<file path="src/mhpq_pkg.sv">
// ----------------------------------------------------------------------------
// mhpq_pkg: shared types and constants of the max-heap priority queue
// Holds the key width, the default capacity, the operation and status codes,
// and the structs that travel between the top level and the cell row.
// ----------------------------------------------------------------------------
package mhpq_pkg;

    // Key width and default number of entries
    localparam int DATA_W           = 32;
    localparam int DEFAULT_CAPACITY = 64;
    localparam int COUNT_W          = $clog2(DEFAULT_CAPACITY + 1);

    // Operation carried by an input transaction
    typedef enum logic [0:0] {
        OP_INSERT = 1'b0,
        OP_REMOVE = 1'b1
    } opcode_t;

    // Outcome reported with each result transaction
    typedef enum logic [1:0] {
        STATUS_DONE  = 2'd0,
        STATUS_FULL  = 2'd1,
        STATUS_EMPTY = 2'd2
    } status_t;

    // Broadcast control from the top level to every cell
    typedef struct packed {
        logic              ins;
        logic              rem;
        logic [DATA_W-1:0] key;
    } cell_ctrl_t;

    // What one cell shows its neighbors
    typedef struct packed {
        logic              keep;   // holds an entry not smaller than the key
        logic [DATA_W-1:0] value;  // current entry
    } link_t;

endpackage

</file>
<file path="src/mhpq_cell.sv">
// ----------------------------------------------------------------------------
// mhpq_cell: one slot of the sorted cell row
// Holds one key. The row is kept in descending order from cell 0. On insert
// a cell keeps its key, takes the new key, or takes its left neighbor's key;
// on remove it takes its right neighbor's key.
// ----------------------------------------------------------------------------
module mhpq_cell import mhpq_pkg::*; #(
    parameter int IDX   = 0,
    parameter int CNT_W = COUNT_W
) (
    input  logic                     clk,
    input  cell_ctrl_t               ctrl,
    input  logic [CNT_W-1:0]         count,
    input  link_t                    left,
    input  link_t                    right,
    output link_t                    link,
    output logic signed [DATA_W-1:0] value_next
);

    logic signed [DATA_W-1:0] val_reg;
    logic                     occupied;

    // Slot is in use when it lies below the fill count
    assign occupied = CNT_W'(IDX) < count;

    // Entry stays in place when it is not smaller than the key being inserted
    assign link.keep  = occupied && (val_reg >= $signed(ctrl.key));
    assign link.value = val_reg;

    // Next key: keep, take the new key, or shift from a neighbor
    always_comb
    begin
        value_next = val_reg;
        if (ctrl.ins)
        begin
            if (!link.keep)
            begin
                value_next = left.keep ? $signed(ctrl.key) : $signed(left.value);
            end
        end
        else if (ctrl.rem)
        begin
            value_next = $signed(right.value);
        end
    end

    always_ff @(posedge clk)
    begin
        val_reg <= value_next;
    end

endmodule

</file>
<file path="config.mk">
export PLATFORM = sky130hd
export DESIGN_NAME = mhpq_cell
export DESIGN_NICKNAME = d
export VERILOG_FILES = /design/src/mhpq_pkg.sv /design/src/mhpq_cell.sv
export SDC_FILE = /design/constraint.sdc
export NUM_CORES = 1
export LEC_CHECK = 0
export BUFFER_PORTS_ARGS = -buffer_cell sky130_fd_sc_hd__buf_2
export CAP_MARGIN = 40
export CORE_MARGIN = 2
export CORE_UTILIZATION = 40
export CTS_CLUSTER_DIAMETER = 60
export DETAILED_ROUTE_END_ITERATION = 8
export MAX_ROUTING_LAYER = met4
export PLACE_DENSITY_LB_ADDON = 0.25
export SYNTH_ARGS = -nofsm -noshare
export SYNTH_HDL_FRONTEND = slang
export SYNTH_SLANG_ARGS = --single-unit
</file>
<file path="constraint.sdc">
create_clock -name clk -period 3.1 [get_ports clk]
set_input_delay 0.62 -clock clk [delete_from_list [all_inputs] [get_ports clk]]
set_output_delay 0.62 -clock clk [all_outputs]
set_load 0.02 [all_outputs]
</file>
* Word-level counts from Yosys, hierarchy flattened
Cells that the tools add are included.
** Word-level totals
- Memories kept :: 0
- Logic and storage cells :: 8
- Input bits :: 108
- Output and inout port bits :: 65
- Bits in latches :: 0
- Bits in read-only memories :: 0
- Flip-flop bits (word level) :: 32
- RAM bits :: 0
** Cells by class
- $mul :: 0
- Mux-type cells :: 4
- Order comparisons :: 2
- Equal/unequal tests :: 0
- Divide/modulo/power cells :: 0
- Add/subtract/negate cells :: 0
- Shifts and indexed selects :: 0
- Bitwise gates (word level) :: 0
- Reduce and logical (&&, ||, !) cells :: 1
** Operators with widths (number)
- $mux W32 :: 4
- $ge A32 B32 Y1 :: 1
- $lt A1 B7 Y1 const A :: 1
- $logic_and A1 B1 Y1 :: 1

* Longest topological paths before layout
Gate-level depths: netlist of run 1.
- Word-level depth :: 4
- Depth in mapped cells :: 9
- Mapped depth without buffers :: 8

* Worst setup path before layout of run 1
No wires, ideal clock.
- Kind :: input-to-output
- Start point :: input ctrl[31] in the netlist's numbering
- End point :: output value_next[22]
- Stages :: 8
- Buffers on the path :: 1
- Data required time :: 2.480 ns
- Slack :: -0.185 ns
- Arrival :: 2.665 ns
- Cell sequence :: inv_1 > ha_1 > nand2_1 > or3_2 > a31o_1 > o22ai_4 > buf_6 > mux2i_1
** RTL lines
- from (decl) :: RTL line mhpq_cell.sv:12 : input cell_ctrl_t ctrl,
- to (decl) :: RTL line mhpq_cell.sv:17 : output logic signed [DATA_W-1:0] value_next

* Worst setup path in the final report of run 1
- Start point :: input ctrl[21] in the netlist's numbering
- End point :: output value_next[0]
** Between the ends
- Word-level cells in the longest chain between the ends :: 4
** RTL lines
- $ge A32 B32 Y1 :: RTL line mhpq_cell.sv:27 : assign link.keep = occupied && (val_reg >= $signed(ctrl.key));
- $logic_and A1 B1 Y1 :: RTL line mhpq_cell.sv:27
- $mux W32 :: RTL line mhpq_cell.sv:36 : if (!link.keep)
- $mux W32 :: RTL line mhpq_cell.sv:34 : if (ctrl.ins)
No other way between the ends.

==> flow_summary.json, run 1 <==
{
  "fmax_mhz": 293,
  "syn_area_mm2": 0.00289,
  "dieWidth_um": 89.0,
  "ys_seq_area_share_pct": 22.1,
  "cts-hold-fix-buffers": 0,
  "drcViolationCount": 0,
  "synthTopCellsByArea": "dfxtp_1, ha_1, a21oi_1",
  "p_leak_nw": 2.42,
  "seqPwrFrac_pct": 15.4,
  "cp-start-kind": "primary input",
  "timing.rr.end": "val_reg[0]",
  "ys.flop_type": "dfxtp_1",
  "synth-simple-area-share_pct": 5.75,
  "synth_edf_count": 0,
  "vias_per_cell": 5.33,
  "worst_pin_slew_ns": 0.436,
  "grt_pass1_vias": 3418,
  "clk_pin_slew_ns": 0.07,
  "hold_path_depth": 2,
  "clk_latency_ns": 0.29,
  "layout-drive-gt1-share_pct": 60.6,
  "num_rows": 31,
  "ys_warn_count": 0,
  "cap_violations": 0,
  "synth_xor_area_share_pct": 0,
  "setup_violations": 33,
  "largest_register_ffs": 32,
  "cts_tree": "yes",
  "antenna_found_initial": 2,
  "place.port_buffers": 171,
  "placed_cells": 610,
  "cts.sinks": 32,
  "first_pass_iters": 4,
  "grt_busiest_layer": "met2",
  "worst_slack_ns": -0.318,
  "crit_path_max_fanout": 7,
  "rsz0062_at_grt": "yes",
  "core-area_mm2": 0.00714,
  "async_flop_share_pct": 0,
  "synth.top_cell.area_share_pct": 22.1,
  "hold_viol_final": 0,
  "hp-class": "register to register",
  "ys_types": 34,
  "relSlewSlack_pct": 70.7,
  "min_period_ns": 3.42,
  "timing.hold.ws_ns": 0.683,
  "synth_top_family_by_area": "compound AO/OA/AOI/OAI gates",
  "pwr-share-clk_pct": 7.4,
  "status": "complete, but fails checks",
  "vias": 3352,
  "synth.avg_cell_area_um2": 8.77,
  "finalMaxSlewViolations": 0,
  "num_io_pins": 173,
  "ant_nets": 0,
  "crit_required_ns": 2.48,
  "grt_pass1_wl_um": 14900,
  "dieArea_mm2": 0.00793,
  "die-height_um": 89.0,
  "syn_inst": 330,
  "min_period_over_period_pct": 110,
  "wl_per_cell_um": 15.8,
  "start_util_pct": 40.5,
  "nNetsFinal": 667,
  "synth_fp_nets": 470,
  "fill_cells": 560,
  "ys_seq_elements": 32,
  "synth_top_area_cell": "dfxtp_1",
  "fin_cells": 629,
  "critPathCaptureType": "output pin",
  "ir_worst_vdd_uv": 608,
  "violations": "setup timing",
  "dp_hpwl_um": 7260,
  "timing.rr.start": "val_reg[14]",
  "min_from": "val_reg[16]",
  "clock_skew_ns": 0.00758,
  "cts_made_buffers": 5,
  "use_met3_pct": 3.51,
  "met1_usage_pct": 26.9,
  "switchingPower_mw": 2.44,
  "use_met2_pct": 46.2,
  "sw_frac_of_total_pct": 43.7,
  "min_to": "val_reg[16]",
  "r2r_cells": 11,
  "cts_buffer_depth": 2,
  "seq_area_um2": 642,
  "overflow": 0,
  "dr.first_iter.drc_count": 125,
  "multi_input_area_mm2": 0.00266,
  "power_density_mw_per_mm2": 1070,
  "grt_max_degree": 35,
  "muxShareOfSynthArea_pct": 23.5,
  "rrSetupSlack_ns": 0.56,
  "gp_congestion": 0.775,
  "wirelength_um": 9930,
  "htree_levels": 2,
  "grt.total_usage_pct": 24.8,
  "internal_power_mw": 3.14,
  "power_frac_comb_pct": 77.2,
  "cts-root-buf": "clkbuf_8",
  "critPathKind": "primary input to output pin",
  "synth_compound_area_share_pct": 26.9,
  "synthAdderAreaFrac_pct": 13.8,
  "area_growth_pct": 80.0,
  "critPathArrivalTime_ns": 2.80
}
synth_stat cells (all sizes together), types with 2 or more instances:
cell type and number:
a21oi 73, ha 32, nand3 3, dfxtp 32, o21ai 4, a211oi 2, nand4 6, mux2 32
a21o 5, buf 4, mux2i 32, nand2 4, a22o 32, inv 33, nor4 3, clkbuf 17
through the flow:
step                      setup slack (ns)  instance area, um2  setup TNS, ns  power [mW]  util, %
final                               -0.318                5210          -9.05        5.59     72.9
after global routing                -0.449                5210         -13.18        5.93     72.9
after CTS                           -0.397                5050         -11.61        5.46     70.8
after detailed placement            -0.608                4550         -17.64        4.32     63.8
after global placement              -0.537                4550         -15.15        4.26     63.8
after floorplan                    -0.0162                3410         -0.292        3.31        -
logic make-up (layout without fill, tap and decap cells):
logic type	after synthesis	count (layout)
other	0	2
flip-flops	32	32
adder cells (fa/ha/maj)	32	32
AO/OA/AOI/OAI	122	122
multiplexers	64	64
AND/OR/NAND/NOR	26	26
buffers and inverters	54	252
worst max path at each step:
stage | from | endpoint | slack (ns) | cells past startpoint
after floorplan | ctrl[31] | value_next[22] | -0.02 | 9
after global placement | ctrl[0] | value_next[0] | -0.54 | 11
after detailed placement | ctrl[0] | value_next[0] | -0.61 | 11
after CTS | ctrl[0] | value_next[1] | -0.40 | 11
after global routing | ctrl[21] | value_next[0] | -0.45 | 11
final | ctrl[21] | value_next[0] | -0.32 | 11
per-layer routing:
metal  wire, um  part of all wire [%]  vias to the layer above
li1           -                     -                     1654
met1       3830                    39                     1569
met2       5420                    55                      119
met3        535                   5.4                       10
met4        138                   1.4                        0
met5          0                     0                        -
what timing repair did:
action | 4_1_cts | 5_1_grt
pin swaps | 7 | 12
gates cloned | 3 | 0
setup buffers | 5 | 3
endpoints found under the setup margin | 33 | 33
resized for setup | 76 | 35
worst max-delay path: stages:
cell,delay [ns]
buf_8,0.08
inv_4,0.03
ha_4,0.25
nand4_1,0.14
nor4_4,0.33
or3b_4,0.43
o22ai_4,0.18
buf_12,0.17
buf_16,0.17
mux2i_4,0.26
buf_6,0.14
area by class of cell:
type                    instances  share of cell area, %
diodes                          2                 0.0961
clock buffers                   6                   1.39
clock inverters                 2                  0.673
inverters                      33                   2.72
multi-input cells             244                   51.2
flip-flops and latches         32                   12.3
well taps                      99                   2.38
repair buffers                211                   29.2
power groups by stage:
stage / clock network, mW / registers [mW] / logic [mW]
2_1_floorplan: 0 / 1.10 / 2.21
3_3_place_gp: 0 / 0.852 / 3.41
3_5_place_dp: 0 / 0.861 / 3.46
4_1_cts: 0.421 / 0.854 / 4.19
5_1_grt: 0.439 / 0.892 / 4.59
6_report: 0.414 / 0.859 / 4.32
cell usage in the layout (no fill, tap or decap), drive strengths merged, types with 2 or more instances in the layout:
master  instances
mux2i          32
a22o           32
a21oi          73
diode           2
a21o            5
ha             32
nand3           3
mux2           32
clkbuf          6
nand2           4
nor4            3
buf           211
o21ai           4
a211oi          2
dfxtp          32
nand4           6
inv            33
(Power assumes the default switching activity.)
==> inputs of run 2 (changes only) <==
--- a/config.mk
+++ b/config.mk
@@ -11,7 +11,6 @@
 export CORE_UTILIZATION = 40
 export CTS_CLUSTER_DIAMETER = 60
 export DETAILED_ROUTE_END_ITERATION = 8
-export MAX_ROUTING_LAYER = met4
 export PLACE_DENSITY_LB_ADDON = 0.25
 export SYNTH_ARGS = -nofsm -noshare
 export SYNTH_HDL_FRONTEND = slang
==> run 2 against run 1 <==
Against the previous run:
- the flow still finishes with violations (setup timing)
- combinational power barely moved
- sequential share of layout area did not move
- die area did not move
- register-to-register slack barely moved
- highest routed layer unchanged
==> flow_summary.json, run 2 (same netlist as run 1, synthesis figures left out) <==
{
  "htree_levels": 2,
  "fmax_mhz": 293,
  "antenna_found_initial": 2,
  "fin_util_pct": 72.9,
  "critPathArrivalTime_ns": 2.80,
  "power_density_mw_per_mm2": 1070,
  "mostFrequentLayoutCell": "buf_2",
  "cts_tree": "yes",
  "clk_pin_slew_ns": 0.07,
  "finalMaxSlewViolations": 0,
  "wirelength_um": 9930,
  "crit_chain": "buf_8 -> inv_4 -> ha_4 -> nand4_1 -> nor4_4 -> or3b_4 -> o22ai_4 -> buf_12 -> buf_16 -> mux2i_4 -> buf_6",
  "layout-drive-gt1-share_pct": 60.6,
  "vias_per_cell": 5.34,
  "ant_nets": 0,
  "vias": 3357,
  "overflow": 0,
  "p_leak_nw": 2.42,
  "area_growth_pct": 80.0,
  "fin_cells": 629,
  "placed_cells": 610,
  "grt_max_degree": 35,
  "critPathKind": "primary input to output pin",
  "wl_per_cell_um": 15.8,
  "grt_pass1_wl_um": 15000,
  "drcViolationCount": 0,
  "cp-start-kind": "primary input",
  "cts_buffer_depth": 2,
  "violations": "setup timing",
  "start_util_pct": 40.5,
  "ir_worst_vdd_uv": 608,
  "dr.first_iter.drc_count": 113,
  "cts.sinks": 32,
  "nNetsFinal": 667,
  "rsz0062_at_grt": "yes",
  "num_rows": 31,
  "timing.hold.ws_ns": 0.682,
  "place.port_buffers": 171,
  "worst_slack_ns": -0.318,
  "fill_cells": 560,
  "status": "complete, but fails checks",
  "cts-root-buf": "clkbuf_8",
  "dieArea_mm2": 0.00793,
  "final_cell_mix": "buf_2, a21oi_1, buf_6",
  "fin_tns_setup_ns": -9.08,
  "relSlewSlack_pct": 70.4,
  "cap_violations": 0,
  "cpPeakStageDelay_ns": 0.42,
  "min_period_ns": 3.42,
  "critPathCaptureType": "output pin",
  "core-area_mm2": 0.00714,
  "num_io_pins": 173,
  "setup_violations": 33,
  "crit_required_ns": 2.48,
  "dieWidth_um": 89.0,
  "grt_pass1_vias": 3413,
  "first_pass_iters": 4,
  "clk_latency_ns": 0.28,
  "hp-class": "register to register",
  "die-height_um": 89.0,
  "worst_pin_slew_ns": 0.441,
  "crit_path_max_fanout": 7,
  "dp_hpwl_um": 7260,
  "cts-hold-fix-buffers": 0,
  "grt.total_usage_pct": 24.1,
  "gp_congestion": 0.764,
  "hold_viol_final": 0,
  "clock_skew_ns": 0.00720,
  "cts_made_buffers": 5,
  "largest_register_ffs": 32,
  "min_period_over_period_pct": 110,
  "crit_path_top_delay_cell": "or3b_4"
}
[run 2: repair_timing]
action	CTS	global route
gates resized for setup	76	35
pin swaps	7	12
cloned	3	0
setup buffers	5	3
setup endpoints to repair	33	33
[run 2: worst paths after layout]
path | start | to | slack [ns] | cells past startpoint
setup reg to reg | val_reg[14] | val_reg[0] | 0.55 | 11
hold reg to reg | val_reg[16] | val_reg[16] | 0.68 | 2
setup / recovery | ctrl[21] | value_next[0] | -0.32 | 11
hold / removal | val_reg[16] | val_reg[16] | 0.68 | 2
[run 2: area by class of cell]
class                   instances  area, um2  area share [%]
flip-flops and latches         32        642            12.3
repair buffers                211       1520            29.2
diodes                          2       5.00          0.0961
clock buffers                   6       72.6            1.39
well taps                      99        124            2.38
multi-input cells             244       2660            51.2
clock inverters                 2       35.0           0.673
inverters                      33        141            2.72
[run 2: power breakdown]
part / leakage (nW) / internal, mW / switching (mW) / total, mW
sequential: 0.269 / 0.632 / 0.226 / 0.858
combinational: 2.09 / 2.27 / 2.04 / 4.32
clock: 0.0552 / 0.239 / 0.173 / 0.411
[run 2: routing by layer]
layer / global-route usage [%] / share of wire, % / routed length (um)
met5: 0 / 0 / 0
met1: 26.7 / 38 / 3810
met3: 4.06 / 5.7 / 565
met4: 8.01 / 1.3 / 134
met2: 46.1 / 55 / 5420
[run 2: through the flow]
step	setup slack, ns	total power [mW]	area, um2
2_1_floorplan	-0.0162	3.31	3410
3_3_place_gp	-0.537	4.26	4550
3_5_place_dp	-0.608	4.32	4550
4_1_cts	-0.397	5.46	5050
5_1_grt	-0.449	5.93	5210
6_report	-0.318	5.59	5210
[run 2: worst max-delay path: cells and delay by family]
kind | cells | cell delay [ns]
adder cells (fa/ha/maj) | 1 | 0.25
multiplexers | 1 | 0.26
AO/OA/AOI/OAI | 1 | 0.18
AND/OR/NAND/NOR | 3 | 0.89
buffers and inverters | 5 | 0.59
